--- config.mk ---
export PLATFORM = sky130hd
export DESIGN_NAME = ir_pulse_width_frame_receiver
export DESIGN_NICKNAME = d
export VERILOG_FILES = /design/src/irpw_pkg.sv /design/src/ir_pulse_width_frame_receiver.sv /design/src/irpw_sub.sv /design/src/irpw_store.sv
export SDC_FILE = /design/constraint.sdc
export NUM_CORES = 1
export LEC_CHECK = 0
export BUFFER_PORTS_ARGS = -buffer_cell sky130_fd_sc_hd__buf_2
export CAP_MARGIN = 20
export CORE_ASPECT_RATIO = 0.75
export CORE_UTILIZATION = 45
export CTS_CLUSTER_DIAMETER = 100
export CTS_CLUSTER_SIZE = 40
export DETAILED_ROUTE_END_ITERATION = 10
export PLACE_DENSITY_LB_ADDON = 0.15
export SETUP_SLACK_MARGIN = 0.15
export SLEW_MARGIN = 20
export SYNTH_ARGS = -nofsm -noshare
export SYNTH_HDL_FRONTEND = slang
export SYNTH_HIERARCHICAL = 1
export SYNTH_SLANG_ARGS = --single-unit
--- constraint.sdc ---
create_clock -name clk -period 5.3 [get_ports clk]
set_input_delay 1.06 -clock clk [delete_from_list [all_inputs] [get_ports clk]]
set_output_delay 1.06 -clock clk [all_outputs]
set_load 0.005 [all_outputs]
--- src/irpw_pkg.sv ---
`timescale 1ns / 1ps

package irpw_pkg;

	// Input event kinds carried on the input tuser.
	typedef enum logic [1:0] {
		CMD_FALL  = 2'd0,
		CMD_RISE  = 2'd1,
		CMD_CHECK = 2'd2
	} cmd_t;

	// Result status codes.
	typedef enum logic [2:0] {
		ST_OK      = 3'd0,
		ST_SHORT   = 3'd1,
		ST_PARTIAL = 3'd2,
		ST_ADDR    = 3'd3,
		ST_COUNT   = 3'd4,
		ST_CSUM    = 3'd5
	} status_t;

	// Configuration register indexes.
	localparam logic [2:0] CFG_OWN_ADDR  = 3'd0;
	localparam logic [2:0] CFG_ZERO_MIN  = 3'd1;
	localparam logic [2:0] CFG_ZERO_MAX  = 3'd2;
	localparam logic [2:0] CFG_ONE_MIN   = 3'd3;
	localparam logic [2:0] CFG_ONE_MAX   = 3'd4;
	localparam logic [2:0] CFG_START_MIN = 3'd5;
	localparam logic [2:0] CFG_START_MAX = 3'd6;
	localparam logic [2:0] CFG_FRAME_GAP = 3'd7;

	// Register reset values.
	localparam logic [7:0]  RST_OWN_ADDR  = 8'd0;
	localparam logic [15:0] RST_ZERO_MIN  = 16'd150;
	localparam logic [15:0] RST_ZERO_MAX  = 16'd500;
	localparam logic [15:0] RST_ONE_MIN   = 16'd550;
	localparam logic [15:0] RST_ONE_MAX   = 16'd900;
	localparam logic [15:0] RST_START_MIN = 16'd2800;
	localparam logic [15:0] RST_START_MAX = 16'd3500;
	localparam logic [19:0] RST_FRAME_GAP = 20'd20000;

	localparam logic [7:0] BCAST_ADDR   = 8'd255;
	localparam logic [5:0] MIN_PROGRESS = 6'd33;
	localparam logic [7:0] MAX_COUNT    = 8'd32;
	localparam int         MIN_BYTES    = 4;

endpackage

--- src/ir_pulse_width_frame_receiver.sv ---
`timescale 1ns / 1ps

// Infrared pulse-width frame receiver.
//
// The input stream carries one detector event per transfer: tuser holds the
// kind (falling edge, rising edge, time check) and tdata the 32-bit
// microsecond timestamp. A rising edge measures the armed pulse and, under a
// small sequencer, runs six window compares through one shared subtractor to
// classify it as a zero, a one or a frame start. Bits are packed LSB first
// into a byte memory of FRAME_BYTES entries. A time check past the frame gap
// decodes the frame and emits the payload bytes, or one reject status, on
// the output stream; tlast marks the final result of a decode.
// The block takes one event at a time. A falling edge arms the receiver;
// a rising edge runs one subtract, six compares and one update; a time
// check runs one subtract and the gap compare. A decode adds a check step,
// walks the N stored bytes through the memory read port for the checksum,
// takes a verdict step, then a read and a load step per payload byte.
// The output register decouples the sides: a new event is accepted while the
// last result waits. When the receiver stalls, the sequencer waits at the
// next result until the output register frees. Reset clears control state
// and restores the register defaults; the byte memory needs no clearing.
// Configuration writes are taken in any cycle and always acknowledged.
module ir_pulse_width_frame_receiver #(
	parameter int FRAME_BYTES = 34
) (
	input  logic        clk,
	input  logic        arst_n,
	// Input stream.
	input  logic        s_axis_tvalid,
	output logic        s_axis_tready,
	input  logic [31:0] s_axis_tdata,   // [31:0] timestamp
	input  logic [1:0]  s_axis_tuser,   // [1:0] cmd
	// Result stream.
	output logic        m_axis_tvalid,
	input  logic        m_axis_tready,
	output logic [15:0] m_axis_tdata,   // [2:0] status, [10:3] data_byte, [15:11] payload_length
	output logic        m_axis_tuser,   // [0] is_broadcast
	output logic        m_axis_tlast,   // last
	// Configuration write channel.
	input  logic        cfg_valid,
	output logic        cfg_ready,
	input  logic [2:0]  cfg_index,
	input  logic [19:0] cfg_data
);
	import irpw_pkg::*;

	localparam int AW = $clog2(FRAME_BYTES);
	localparam int CW = $clog2(FRAME_BYTES + 1);
	localparam logic [CW-1:0] DEPTH_C = CW'(FRAME_BYTES);
	localparam logic [CW-1:0] MINB_C  = CW'(MIN_BYTES);

	typedef enum logic [3:0] {
		S_IDLE, S_CMP, S_APPLY, S_GAP, S_CHECK, S_SUM, S_VERDICT,
		S_EMIT_RD, S_EMIT_LD, S_REJ
	} state_t;

	// Configuration registers.
	logic [7:0]  own_addr_q;
	logic [15:0] zero_min_q, zero_max_q, one_min_q, one_max_q;
	logic [15:0] start_min_q, start_max_q;
	logic [19:0] gap_q;

	// Receiver state.
	state_t      state_q;
	logic        armed_q;
	logic [31:0] start_time_q;
	logic [31:0] last_time_q;
	logic [31:0] ts_q;
	logic [31:0] d_q;
	logic [5:0]  prog_q;
	logic [2:0]  bitpos_q;
	logic [CW-1:0] bytepos_q;
	logic [7:0]  cur_byte_q;
	logic [2:0]  step_q;
	logic [5:0]  win_q;

	// Decode state.
	logic [CW-1:0] nb_q;
	logic [CW-1:0] ptr_q;
	logic          rv_s1;
	logic [CW-1:0] ri_s1;
	logic [7:0]    addr_q, cnt_q, sum_q, chk_q;
	status_t       rej_q;

	// Output register.
	logic        out_valid_q;
	logic [2:0]  out_status_q;
	logic [7:0]  out_byte_q;
	logic [4:0]  out_len_q;
	logic        out_bc_q;
	logic        out_last_q;

	// Shared unit and memory hookup.
	logic [31:0] alu_a, alu_b, alu_diff;
	logic        alu_lt;
	logic        mem_we, mem_re;
	logic [AW-1:0] mem_waddr, mem_raddr;
	logic [7:0]  mem_wdata, mem_rdata;

	logic        in_fire, out_free;
	logic        is_zero, is_one, is_start;
	logic [7:0]  new_byte;
	logic [15:0] lo_sel, hi_sel;
	logic [7:0]  nb8;
	logic        addr_ok, cnt_ok;

	assign s_axis_tready = (state_q == S_IDLE);
	assign in_fire       = s_axis_tvalid && s_axis_tready;
	assign out_free      = !out_valid_q || m_axis_tready;
	assign cfg_ready     = 1'b1;

	assign m_axis_tvalid = out_valid_q;
	assign m_axis_tdata  = {out_len_q, out_byte_q, out_status_q};
	assign m_axis_tuser  = out_bc_q;
	assign m_axis_tlast  = out_last_q;

	// Window bounds for the compare step: pairs of steps cover zero, one, start.
	always_comb begin
		unique case (step_q[2:1])
			2'd0: begin
				lo_sel = zero_min_q;
				hi_sel = zero_max_q;
			end
			2'd1: begin
				lo_sel = one_min_q;
				hi_sel = one_max_q;
			end
			default: begin
				lo_sel = start_min_q;
				hi_sel = start_max_q;
			end
		endcase
	end

	// Operand selection for the shared subtractor.
	always_comb begin
		alu_a = d_q;
		alu_b = d_q;
		case (state_q)
			S_IDLE: begin
				alu_a = s_axis_tdata;
				alu_b = (s_axis_tuser == CMD_RISE) ? start_time_q : last_time_q;
			end
			S_CMP: begin
				if (!step_q[0]) begin
					alu_a = {16'd0, lo_sel};
					alu_b = d_q;
				end else begin
					alu_a = d_q;
					alu_b = {16'd0, hi_sel};
				end
			end
			S_GAP: begin
				alu_a = {12'd0, gap_q};
				alu_b = d_q;
			end
			default: begin
				alu_a = d_q;
				alu_b = d_q;
			end
		endcase
	end

	irpw_sub u_sub (
		.a    (alu_a),
		.b    (alu_b),
		.diff (alu_diff),
		.lt   (alu_lt)
	);

	// Pulse class, first match wins in the order zero, one, start.
	assign is_zero  = win_q[0] && win_q[1];
	assign is_one   = !is_zero && win_q[2] && win_q[3];
	assign is_start = !is_zero && !is_one && win_q[4] && win_q[5];

	// The byte under assembly is written whole on every bit.
	assign new_byte = (bitpos_q == 3'd0) ? {7'd0, is_one}
	                                     : (cur_byte_q | (8'(is_one) << bitpos_q));

	assign mem_we    = (state_q == S_APPLY) && (prog_q != 6'd0) && (is_zero || is_one)
	                   && (bytepos_q < DEPTH_C);
	assign mem_waddr = bytepos_q[AW-1:0];
	assign mem_wdata = new_byte;
	assign mem_re    = ((state_q == S_SUM) && (ptr_q < nb_q)) || (state_q == S_EMIT_RD);
	assign mem_raddr = ptr_q[AW-1:0];

	irpw_store #(
		.DEPTH (FRAME_BYTES)
	) u_store (
		.clk   (clk),
		.we    (mem_we),
		.waddr (mem_waddr),
		.wdata (mem_wdata),
		.re    (mem_re),
		.raddr (mem_raddr),
		.rdata (mem_rdata)
	);

	assign nb8     = 8'(nb_q);
	assign addr_ok = (addr_q == BCAST_ADDR) || (addr_q == own_addr_q);
	assign cnt_ok  = (cnt_q == nb8 - 8'd2) && (cnt_q != 8'd0) && (cnt_q <= MAX_COUNT);

	// Configuration registers.
	always_ff @(posedge clk or negedge arst_n) begin
		if (!arst_n) begin
			own_addr_q  <= RST_OWN_ADDR;
			zero_min_q  <= RST_ZERO_MIN;
			zero_max_q  <= RST_ZERO_MAX;
			one_min_q   <= RST_ONE_MIN;
			one_max_q   <= RST_ONE_MAX;
			start_min_q <= RST_START_MIN;
			start_max_q <= RST_START_MAX;
			gap_q       <= RST_FRAME_GAP;
		end else if (cfg_valid && cfg_ready) begin
			unique case (cfg_index)
				CFG_OWN_ADDR:  own_addr_q  <= cfg_data[7:0];
				CFG_ZERO_MIN:  zero_min_q  <= cfg_data[15:0];
				CFG_ZERO_MAX:  zero_max_q  <= cfg_data[15:0];
				CFG_ONE_MIN:   one_min_q   <= cfg_data[15:0];
				CFG_ONE_MAX:   one_max_q   <= cfg_data[15:0];
				CFG_START_MIN: start_min_q <= cfg_data[15:0];
				CFG_START_MAX: start_max_q <= cfg_data[15:0];
				CFG_FRAME_GAP: gap_q       <= cfg_data;
				default: ;
			endcase
		end
	end

	// Sequencer, receiver state and output register.
	always_ff @(posedge clk or negedge arst_n) begin
		if (!arst_n) begin
			state_q      <= S_IDLE;
			armed_q      <= 1'b0;
			start_time_q <= 32'd0;
			last_time_q  <= 32'd0;
			prog_q       <= 6'd0;
			bitpos_q     <= 3'd0;
			bytepos_q    <= '0;
			step_q       <= 3'd0;
			rv_s1        <= 1'b0;
			out_valid_q  <= 1'b0;
		end else begin
			if (out_valid_q && m_axis_tready) begin
				out_valid_q <= 1'b0;
			end
			rv_s1 <= 1'b0;
			unique case (state_q)
				S_IDLE: begin
					if (in_fire) begin
						d_q  <= alu_diff;
						ts_q <= s_axis_tdata;
						case (s_axis_tuser)
							CMD_FALL: begin
								armed_q      <= 1'b1;
								start_time_q <= s_axis_tdata;
							end
							CMD_RISE: begin
								if (armed_q) begin
									armed_q <= 1'b0;
									step_q  <= 3'd0;
									state_q <= S_CMP;
								end
							end
							CMD_CHECK: begin
								if (prog_q != 6'd0) begin
									state_q <= S_GAP;
								end
							end
							default: ;
						endcase
					end
				end
				S_CMP: begin
					win_q[step_q] <= alu_lt;
					step_q        <= step_q + 3'd1;
					if (step_q == 3'd5) begin
						state_q <= S_APPLY;
					end
				end
				S_APPLY: begin
					state_q <= S_IDLE;
					if (prog_q == 6'd0) begin
						if (is_start) begin
							prog_q      <= 6'd1;
							last_time_q <= ts_q;
						end
					end else if (!is_zero && !is_one) begin
						prog_q    <= 6'd0;
						bitpos_q  <= 3'd0;
						bytepos_q <= '0;
					end else begin
						last_time_q <= ts_q;
						cur_byte_q  <= new_byte;
						// Progress only matters up to the minimum length, so it saturates.
						if (prog_q < MIN_PROGRESS) begin
							prog_q <= prog_q + 6'd1;
						end
						bitpos_q <= bitpos_q + 3'd1;
						if (bitpos_q == 3'd7) begin
							if (bytepos_q == DEPTH_C) begin
								// Frame grew past the store: drop it silently.
								prog_q    <= 6'd0;
								bitpos_q  <= 3'd0;
								bytepos_q <= '0;
							end else begin
								bytepos_q <= bytepos_q + CW'(1);
							end
						end
					end
				end
				S_GAP: begin
					state_q <= alu_lt ? S_CHECK : S_IDLE;
				end
				S_CHECK: begin
					nb_q      <= bytepos_q;
					ptr_q     <= '0;
					sum_q     <= 8'd0;
					prog_q    <= 6'd0;
					bitpos_q  <= 3'd0;
					bytepos_q <= '0;
					if (prog_q < MIN_PROGRESS) begin
						rej_q   <= ST_SHORT;
						state_q <= S_REJ;
					end else if (bitpos_q != 3'd0) begin
						rej_q   <= ST_PARTIAL;
						state_q <= S_REJ;
					end else if (bytepos_q < MINB_C) begin
						rej_q   <= ST_SHORT;
						state_q <= S_REJ;
					end else begin
						state_q <= S_SUM;
					end
				end
				S_SUM: begin
					// Reads are issued one per cycle; data returns in the cycle after the read.
					if (ptr_q < nb_q) begin
						ptr_q <= ptr_q + CW'(1);
					end
					rv_s1 <= (ptr_q < nb_q);
					ri_s1 <= ptr_q;
					if (rv_s1) begin
						if (ri_s1 == CW'(0)) begin
							addr_q <= mem_rdata;
						end
						if (ri_s1 == CW'(1)) begin
							cnt_q <= mem_rdata;
						end
						if (ri_s1 == nb_q - CW'(1)) begin
							chk_q   <= mem_rdata;
							state_q <= S_VERDICT;
						end else begin
							sum_q <= sum_q + mem_rdata;
						end
					end
				end
				S_VERDICT: begin
					ptr_q <= CW'(2);
					if (!addr_ok) begin
						rej_q   <= ST_ADDR;
						state_q <= S_REJ;
					end else if (!cnt_ok) begin
						rej_q   <= ST_COUNT;
						state_q <= S_REJ;
					end else if (sum_q != chk_q) begin
						rej_q   <= ST_CSUM;
						state_q <= S_REJ;
					end else begin
						state_q <= S_EMIT_RD;
					end
				end
				S_EMIT_RD: begin
					state_q <= S_EMIT_LD;
				end
				S_EMIT_LD: begin
					if (out_free) begin
						out_valid_q  <= 1'b1;
						out_status_q <= ST_OK;
						out_byte_q   <= mem_rdata;
						out_len_q    <= 5'(cnt_q - 8'd1);
						out_bc_q     <= (addr_q == BCAST_ADDR);
						out_last_q   <= (8'(ptr_q) == cnt_q);
						if (8'(ptr_q) == cnt_q) begin
							state_q <= S_IDLE;
						end else begin
							ptr_q   <= ptr_q + CW'(1);
							state_q <= S_EMIT_RD;
						end
					end
				end
				S_REJ: begin
					if (out_free) begin
						out_valid_q  <= 1'b1;
						out_status_q <= rej_q;
						out_byte_q   <= 8'd0;
						out_len_q    <= 5'd0;
						out_bc_q     <= 1'b0;
						out_last_q   <= 1'b1;
						state_q      <= S_IDLE;
					end
				end
				default: state_q <= S_IDLE;
			endcase
		end
	end
endmodule

--- src/irpw_sub.sv ---
`timescale 1ns / 1ps

// Shared 32-bit subtractor. It serves the modular time differences, the frame gap
// compare and every window compare, one operation per cycle.
module irpw_sub (
	input  logic [31:0] a,
	input  logic [31:0] b,
	output logic [31:0] diff,
	output logic        lt
);
	logic [32:0] full;

	assign full = {1'b0, a} - {1'b0, b};
	assign diff = full[31:0];
	assign lt   = full[32];
endmodule

--- src/irpw_store.sv ---
`timescale 1ns / 1ps

// Frame byte memory: one write port, one read port with registered data.
module irpw_store #(
	parameter int DEPTH = 34
) (
	input  logic                     clk,
	input  logic                     we,
	input  logic [$clog2(DEPTH)-1:0] waddr,
	input  logic [7:0]               wdata,
	input  logic                     re,
	input  logic [$clog2(DEPTH)-1:0] raddr,
	output logic [7:0]               rdata
);
	logic [7:0] mem [DEPTH];
	logic [7:0] rdata_q;

	always_ff @(posedge clk) begin
		if (we) begin
			mem[waddr] <= wdata;
		end
		if (re) begin
			rdata_q <= mem[raddr];
		end
	end

	assign rdata = rdata_q;
endmodule

Word-level counts from Yosys, hierarchy flattened. Memories as Yosys holds them, arrays and structs flattened. A register that Yosys moved wholly into a read port is not among the register bits. Index checks and enable logic that the tools add are counted.

Memories: 1. Bits in read-only memories: 0. Bits of input ports: 62. Register bits: 362. Output and inout bits: 21. Latch bits: 0. RAM bits: 272.

Multipliers: 0. Reductions and logical operators: 68. Shift-type cells: 1. Divide/modulo/power cells: 0. Bitwise gates (word level): 3. Equal/unequal tests: 50. Order comparisons: 7. Mux-type cells: 89. Add/subtract/negate cells: 10.

Memory list: u_store.mem (words 34, bits a word 8, rd ports 1, clocked after memory_dff 1, write ports 1, RTL line irpw_store.sv:15) `logic [7:0] mem [DEPTH];`.

Operators by type and width (count): $mux W32 (6); $pmux W32 S3 (1); $mux W6 (13); $pmux W16 S2 (2); $pmux W32 S2 (1); $mux W4 (14); $mux W3 (17); $mux W8 (5); $pmux W4 S9 (1); $sub A32 B32 Y33 (1); $pmux W8 S2 (2); $reduce_and A4 Y1 (8); $reduce_and A2 Y1 (13); $pmux W3 S2 (4); $pmux W6 S2 (2); $pmux W6 S4 (1); $add A6 B1 Y6 const B (3); $eq A3 B3 Y1 const B (6); $ne A2 B2 Y1 const B (9); $eq A4 B3 Y1 const B (4); $eq A8 B8 Y1 (2); $logic_and A1 B1 Y1 (15); $reduce_and A3 Y1 (5); $logic_not A6 Y1 (2); 51 further kinds (91).

Depth between registers and ports, before layout.
Depth after elaboration: 11. Mapped depth: 21. Mapped depth without buffers: 20.

By module. The synthesis kept the hierarchy.

By module, submodules not included: ir_pulse_width_frame_receiver (seq. area each 9849.4 µm², area each 17041.3 µm², instances 1, cells each 1326); irpw_store (seq. area each 8408.1 µm², area each 11193.2 µm², instances 1, cells each 612); irpw_sub (seq. area each 0.0 µm², area each 1979.4 µm², instances 1, cells each 301).

Worst setup path before layout. No wires, ideal clock.

Path type: input -> register. Start: input port s_axis_tuser[0]. End: register state_q[2]. Data required time: 5.176 ns. Buffers on the path: 4. Slack: 0.882 ns. Stages on the path: 19. Arrival: 4.295 ns. Library setup time: 0.124 ns. Cells stage by stage: nor2b_1 buf_2 buf_4 buf_1 mux2i_1 o21ai_0 inv_1 ha_1 buf_2 nand4_1 nor3_1 nand2_1 a21boi_1 a311oi_1 o31a_1 a21oi_1 o41ai_1 nor3_1 o21bai_1.

Cells in the longest elaborated chain, start to end: 6. Elaborated cells between the ends (all ways): 13.

Ends and longest elaborated chain: start: declaration (RTL line ir_pulse_width_frame_receiver.sv:32) `input logic [1:0] s_axis_tuser,`; $eq A2 B1 Y1 (RTL line ir_pulse_width_frame_receiver.sv:142) `alu_b = (s_axis_tuser == CMD_RISE) ? start_time_q : last_time_q;`; $mux W32 (RTL line ir_pulse_width_frame_receiver.sv:142); $pmux W32 S2 (RTL line ir_pulse_width_frame_receiver.sv:139) `case (state_q)`; via alu_b[17] (RTL line ir_pulse_width_frame_receiver.sv:94) `logic [31:0] alu_a, alu_b, alu_diff;`; $sub A32 B32 Y33 (RTL line irpw_sub.sv:13) `assign full = {1'b0, a} - {1'b0, b};`; via alu_lt (RTL line ir_pulse_width_frame_receiver.sv:95) `logic alu_lt;`; $mux W3 (RTL line ir_pulse_width_frame_receiver.sv:312) `state_q <= alu_lt ? S_CHECK : S_IDLE;`; $pmux W4 S9 (RTL line ir_pulse_width_frame_receiver.sv:247) `unique case (state_q)`; end signal: assignment (RTL line ir_pulse_width_frame_receiver.sv:312); end: declaration (RTL line ir_pulse_width_frame_receiver.sv:64) `state_t state_q;`.

The timed path passes the listed nets, and every way through them passes these cells. The select of a mux whose other input is x is not followed. A chain may end at the register's enable or synchronous reset.

Worst setup path after layout.
Start: register state_q[2]. End: register state_q[2].

Cells in the longest elaborated chain, start to end: 5. Elaborated cells between the ends (all ways): 25.

Ends and longest elaborated chain (RTL line): $eq A4 B2 Y1, or another cell as far along (ir_pulse_width_frame_receiver.sv:139); $pmux W32 S3 * (ir_pulse_width_frame_receiver.sv:139); via alu_a[0] (ir_pulse_width_frame_receiver.sv:94); $sub A32 B32 Y33 * (irpw_sub.sv:13); via alu_lt (ir_pulse_width_frame_receiver.sv:95); $mux W3 * (ir_pulse_width_frame_receiver.sv:312); $pmux W4 S9 * (ir_pulse_width_frame_receiver.sv:247).

The timed path passes the listed nets; every way through them passes the cells marked *.

==> reports/summary.log <==
qor: worst_setup_path.ff2ff_path_depth 18
qor: final_layout.drive_above_1_share 22.36%
qor: timing.finalCritPeriodShare 89.06%
qor: grt.globalRoute.totalOverflow 0
qor: timing.clock.fmax 0.2119 GHz
qor: floorplanning.fp.dieArea 0.06819 sq mm
qor: synth.synth_warnings 6
qor: final_layout.antennaDiodeCount 0
qor: worst_setup_path.r2r_slack 0.58 ns
qor: floorplanning.floorplan.initialDensity 45.94%
qor: floorplanning.num_rows 81
qor: clocking.cts_max_level 1
qor: timing.totalNegativeSetupSlack 0 ns
qor: route.first_pass_iters 11
qor: synth.netlist_instances 2,239
qor: synth.synth_async_sr_flop_share 33.18%
qor: worst_setup_path.critPathRequiredTime 5.77 ns
qor: clocking.tritoncts_num_sinks 642
qor: power.p_leak 0.01211 uW
qor: synth.syn_area 0.03021 sq mm
qor: synth.synth_enable_flop_cells 429
qor: route.detailroute.via_count 18,480
qor: final_layout.sequential_cell_area 0.01826 sq mm
qor: timing.final_period_minus_worst_setup_slack 4.720 ns
qor: place.place.port_buffers 81
qor: timing.setup_repair_after_global_routing_missed_its_margin false
qor: place.place.detailed.hpwl 50.54 mm
qor: place.routabilityCongestion 0.9166
qor: route.dr.first_iter.drc_count 1,732
qor: route.route.detailed.wl_per_inst 23.14 um
qor: final_layout.final_cell_mix sky130_fd_sc_hd__edfxtp_1, sky130_fd_sc_hd__mux2_2, sky130_fd_sc_hd__dfrtp_1
qor: grt.grt_first_pass_wirelength 111.2 mm
qor: final_layout.fillerInstances 5,669
qor: final_layout.flow.area_growth_from_synthesis 7.123%
qor: synth.synth_top_area_cell sky130_fd_sc_hd__edfxtp_1
qor: worst_setup_path.critical_path.reg2reg.startpoint state_q[2]$_DFFE_PN0P_
qor: route.wirelength 73.44 mm
qor: power.irDropWorstVdd 0.3879 mV
qor: grt.grt_start_max_net_pins 156
qor: synth.syn_avg_cell_area 13.49 sq um
qor: route.post-route-drc-count 16
qor: worst_setup_path.timing.critical_path.slowest_stage_cell sky130_fd_sc_hd__dfrtp_1
qor: timing.timing.final.setup_violations 0
qor: timing.fin_ws 0.5799 ns
qor: floorplanning.die-width 301.2 um
qor: worst_setup_path.timing.critical_path.mode_cell sky130_fd_sc_hd__a21oi_1
qor: floorplanning.placeableCoreArea 0.06577 sq mm
qor: final_layout.num-nets-final 2,413
qor: synth.synth-main-ff-cell sky130_fd_sc_hd__edfxtp_1
qor: worst_setup_path.critical_path_buf_inv_count 1
qor: worst_setup_path.stage_delay_of_the_slowest_cell_on_the_critical_path 0.54 ns
qor: synth.synth_fp_nets 2,362
qor: worst_setup_path.timing.critical_path.to_type register
qor: clocking.cts_resized 0
qor: clocking.clk_transition_reported_paths 0.15 ns
qor: run.max_cap_violations 0
qor: power.power.total 19,010 uW
qor: worst_setup_path.crit_path_start_kind register
qor: clocking.worstSkewPairLatency 0.62 ns
qor: clocking.clock_tree.root_cell sky130_fd_sc_hd__clkbuf_16
qor: outcome.violations design-rule violations
qor: route.drt.antenna.violating_nets 0
qor: min_path.hold_path_class input port to async pin
qor: clocking.cts_inserted_buffers 21
qor: place.pre_cts_ws 0.4229 ns
qor: timing.maxSlewHeadroom 33.14%
qor: timing.timing.final.hold_violations 0
qor: power.power.density 587.2 mW/mm^2
qor: synth.ys_seq_elements 642
qor: final_layout.multiInputGateArea 0.01120 sq mm
qor: floorplanning.die-height 226.4 um
qor: route.detail_route.vias_per_cell 5.823
qor: grt.overall_fraction_of_global_route_tracks_in_use 21.40%
qor: worst_setup_path.path_class register to register
qor: grt.number_of_global_route_vias_before_repair 17,650
qor: synth.synth.area.top_cells sky130_fd_sc_hd__edfxtp_1, sky130_fd_sc_hd__dfrtp_1, sky130_fd_sc_hd__mux2_2
qor: grt.grt_antenna_before_repair 2
qor: synth.yosys.cell_types.count 89
qor: worst_setup_path.worst_r2r_endpoint state_q[2]$_DFFE_PN0P_
qor: outcome.result_of_the_run complete, but fails checks
qor: worst_setup_path.timing.critical_path.fanout_max 16
qor: timing.timing_max_transition_violations_final 0
qor: clocking.cts_tree yes
qor: clocking.postCtsHoldBufs 0
qor: worst_setup_path.timing.critical_path.cells nor2_1, nand2_1, a21oi_1, nor2_1, a41oi_1, inv_1, ha_1, fa_1, nand2b_1, a21oi_2, o21ai_0, a21oi_1, a311oi_1, o31a_1, a21oi_1, o41ai_1, nor3_1, o21bai_1
qor: timing.final.setup_skew 0.04527 ns
qor: final_layout.most_frequent_standard_cell_in_the_layout_excluding_fill_and_tap_cells sky130_fd_sc_hd__edfxtp_1
qor: worst_setup_path.arrival 5.19 ns
qor: synth.synth_top_area_share 42.64%
qor: clocking.setup_fix_bufs_post_cts 0
qor: worst_setup_path.cp_num_cells 18
qor: synth.synth.yosys.seq_area_share 60.43%
qor: floorplanning.boundaryPins 83
qor: worst_setup_path.family_with_the_most_delay_on_the_worst_path compound AO/OA/AOI/OAI gates
qor: timing.max_slew.worst_pin.slew 0.9982 ns
qor: clocking.clock_path_buffers 3
layer usage:
metal  global-route usage, %  routed length (um)  part of all wire (%)  vias to the layer above
met4                   2.997                 964                   1.3                        4
met3                   4.292                5233                   7.1                       62
li1                        -                   -                     -                     8469
met1                   35.23               38050                    52                     9396
met5                       0                  23                 0.031                        -
met2                   28.98               29170                    40                      552
how the worst max path moves through the flow:
stage,start,end,slack [ns]
final,state_q[2]$_DFFE_PN0P_,state_q[2]$_DFFE_PN0P_,0.58
after global routing,state_q[3]$_DFFE_PN0P_,state_q[2]$_DFFE_PN0P_,0.19
after CTS,state_q[2]$_DFFE_PN0P_,state_q[2]$_DFFE_PN0P_,0.62
after detailed placement,s_axis_tuser[0],state_q[2]$_DFFE_PN0P_,0.42
after global placement,s_axis_tuser[0],state_q[2]$_DFFE_PN0P_,0.47
after floorplan,s_axis_tuser[0],state_q[2]$_DFFE_PN0P_,0.88
power breakdown:
part	switching [uW]	total (uW)	internal, uW	leakage (uW)
registers	502	7270	6770	0.00647
clock network	1520	2340	816	0.000320
logic	5790	9390	3600	0.00532
total	7810	19000	11200	0.0121
cells by family (layout without fill, tap and decap cells):
kind of cell | after synthesis | after routing | synth area share, %
flops | 642 | 642 | 60.43
simple gates | 439 | 439 | 7.173
compound gates | 426 | 426 | 9.959
mux | 417 | 417 | 14.86
buf+inv | 180 | 244 | 2.874
xor+xnor | 73 | 73 | 2.116
fa+ha+maj | 61 | 61 | 2.576
other cells | 1 | 1 | 0.01241
flip-flops by register name (all words and copies together), names as in the netlist, 20 cells and up:
| signal | flops |
|---|---|
| u_store/mem | 272 |
| d_q | 32 |
| gap_q | 20 |
| ts_q | 32 |
| last_time_q | 32 |
| start_time_q | 32 |
Yosys cell counts (5+ instances only):
library cell,count
sky130_fd_sc_hd__edfxtp_1,429
sky130_fd_sc_hd__mux2_2,252
sky130_fd_sc_hd__dfrtp_1,177
sky130_fd_sc_hd__mux2i_1,164
sky130_fd_sc_hd__nor2_1,160
sky130_fd_sc_hd__a21oi_1,112
sky130_fd_sc_hd__nand2_1,102
sky130_fd_sc_hd__o21ai_0,84
sky130_fd_sc_hd__inv_1,74
sky130_fd_sc_hd__ha_1,59
sky130_fd_sc_hd__a22oi_1,50
sky130_fd_sc_hd__clkbuf_1,43
sky130_fd_sc_hd__xnor2_1,38
sky130_fd_sc_hd__dfstp_2,36
sky130_fd_sc_hd__xor2_1,35
sky130_fd_sc_hd__buf_2,31
sky130_fd_sc_hd__a22o_1,30
sky130_fd_sc_hd__nand2b_1,26
sky130_fd_sc_hd__nand3_1,22
sky130_fd_sc_hd__nor2b_1,21
sky130_fd_sc_hd__nor3_1,21
sky130_fd_sc_hd__o22ai_1,20
sky130_fd_sc_hd__a41oi_1,17
sky130_fd_sc_hd__and3_1,14
sky130_fd_sc_hd__nand4_1,13
sky130_fd_sc_hd__a221oi_2,11
sky130_fd_sc_hd__buf_1,11
sky130_fd_sc_hd__a21o_1,10
sky130_fd_sc_hd__o31ai_1,10
sky130_fd_sc_hd__nor4_1,9
sky130_fd_sc_hd__a31oi_1,8
sky130_fd_sc_hd__buf_4,8
sky130_fd_sc_hd__o41ai_2,8
sky130_fd_sc_hd__a21boi_0,7
sky130_fd_sc_hd__buf_6,7
sky130_fd_sc_hd__nand3b_1,6
sky130_fd_sc_hd__o211ai_1,6
sky130_fd_sc_hd__or3_1,6
sky130_fd_sc_hd__a221oi_1,5
sky130_fd_sc_hd__and2_1,5
sky130_fd_sc_hd__nand4b_1,5
sky130_fd_sc_hd__or2_2,5
area by class of cell:
class,instances,share of cell area (%)
sequential,642,56.41
multi-input combinational,1417,34.59
tap,871,3.367
timing repair buffer,133,2.691
clock buffer,29,1.782
inverter,75,0.8698
clock inverter,7,0.2861
stage by stage:
stage	instance area [sq um]	hold WS [ns]	instances	util (%)
2_1_floorplan	30210	0.4554	2239	-
4_1_cts	32360	0.3772	3174	49.21
3_5_place_dp	31700	0.4655	3138	48.19
3_3_place_gp	31660	0.4561	3135	48.13
5_1_grt	32370	0.4101	3174	49.21
6_report	32370	0.3839	3174	49.21
Power figures use the tool's default switching activity.
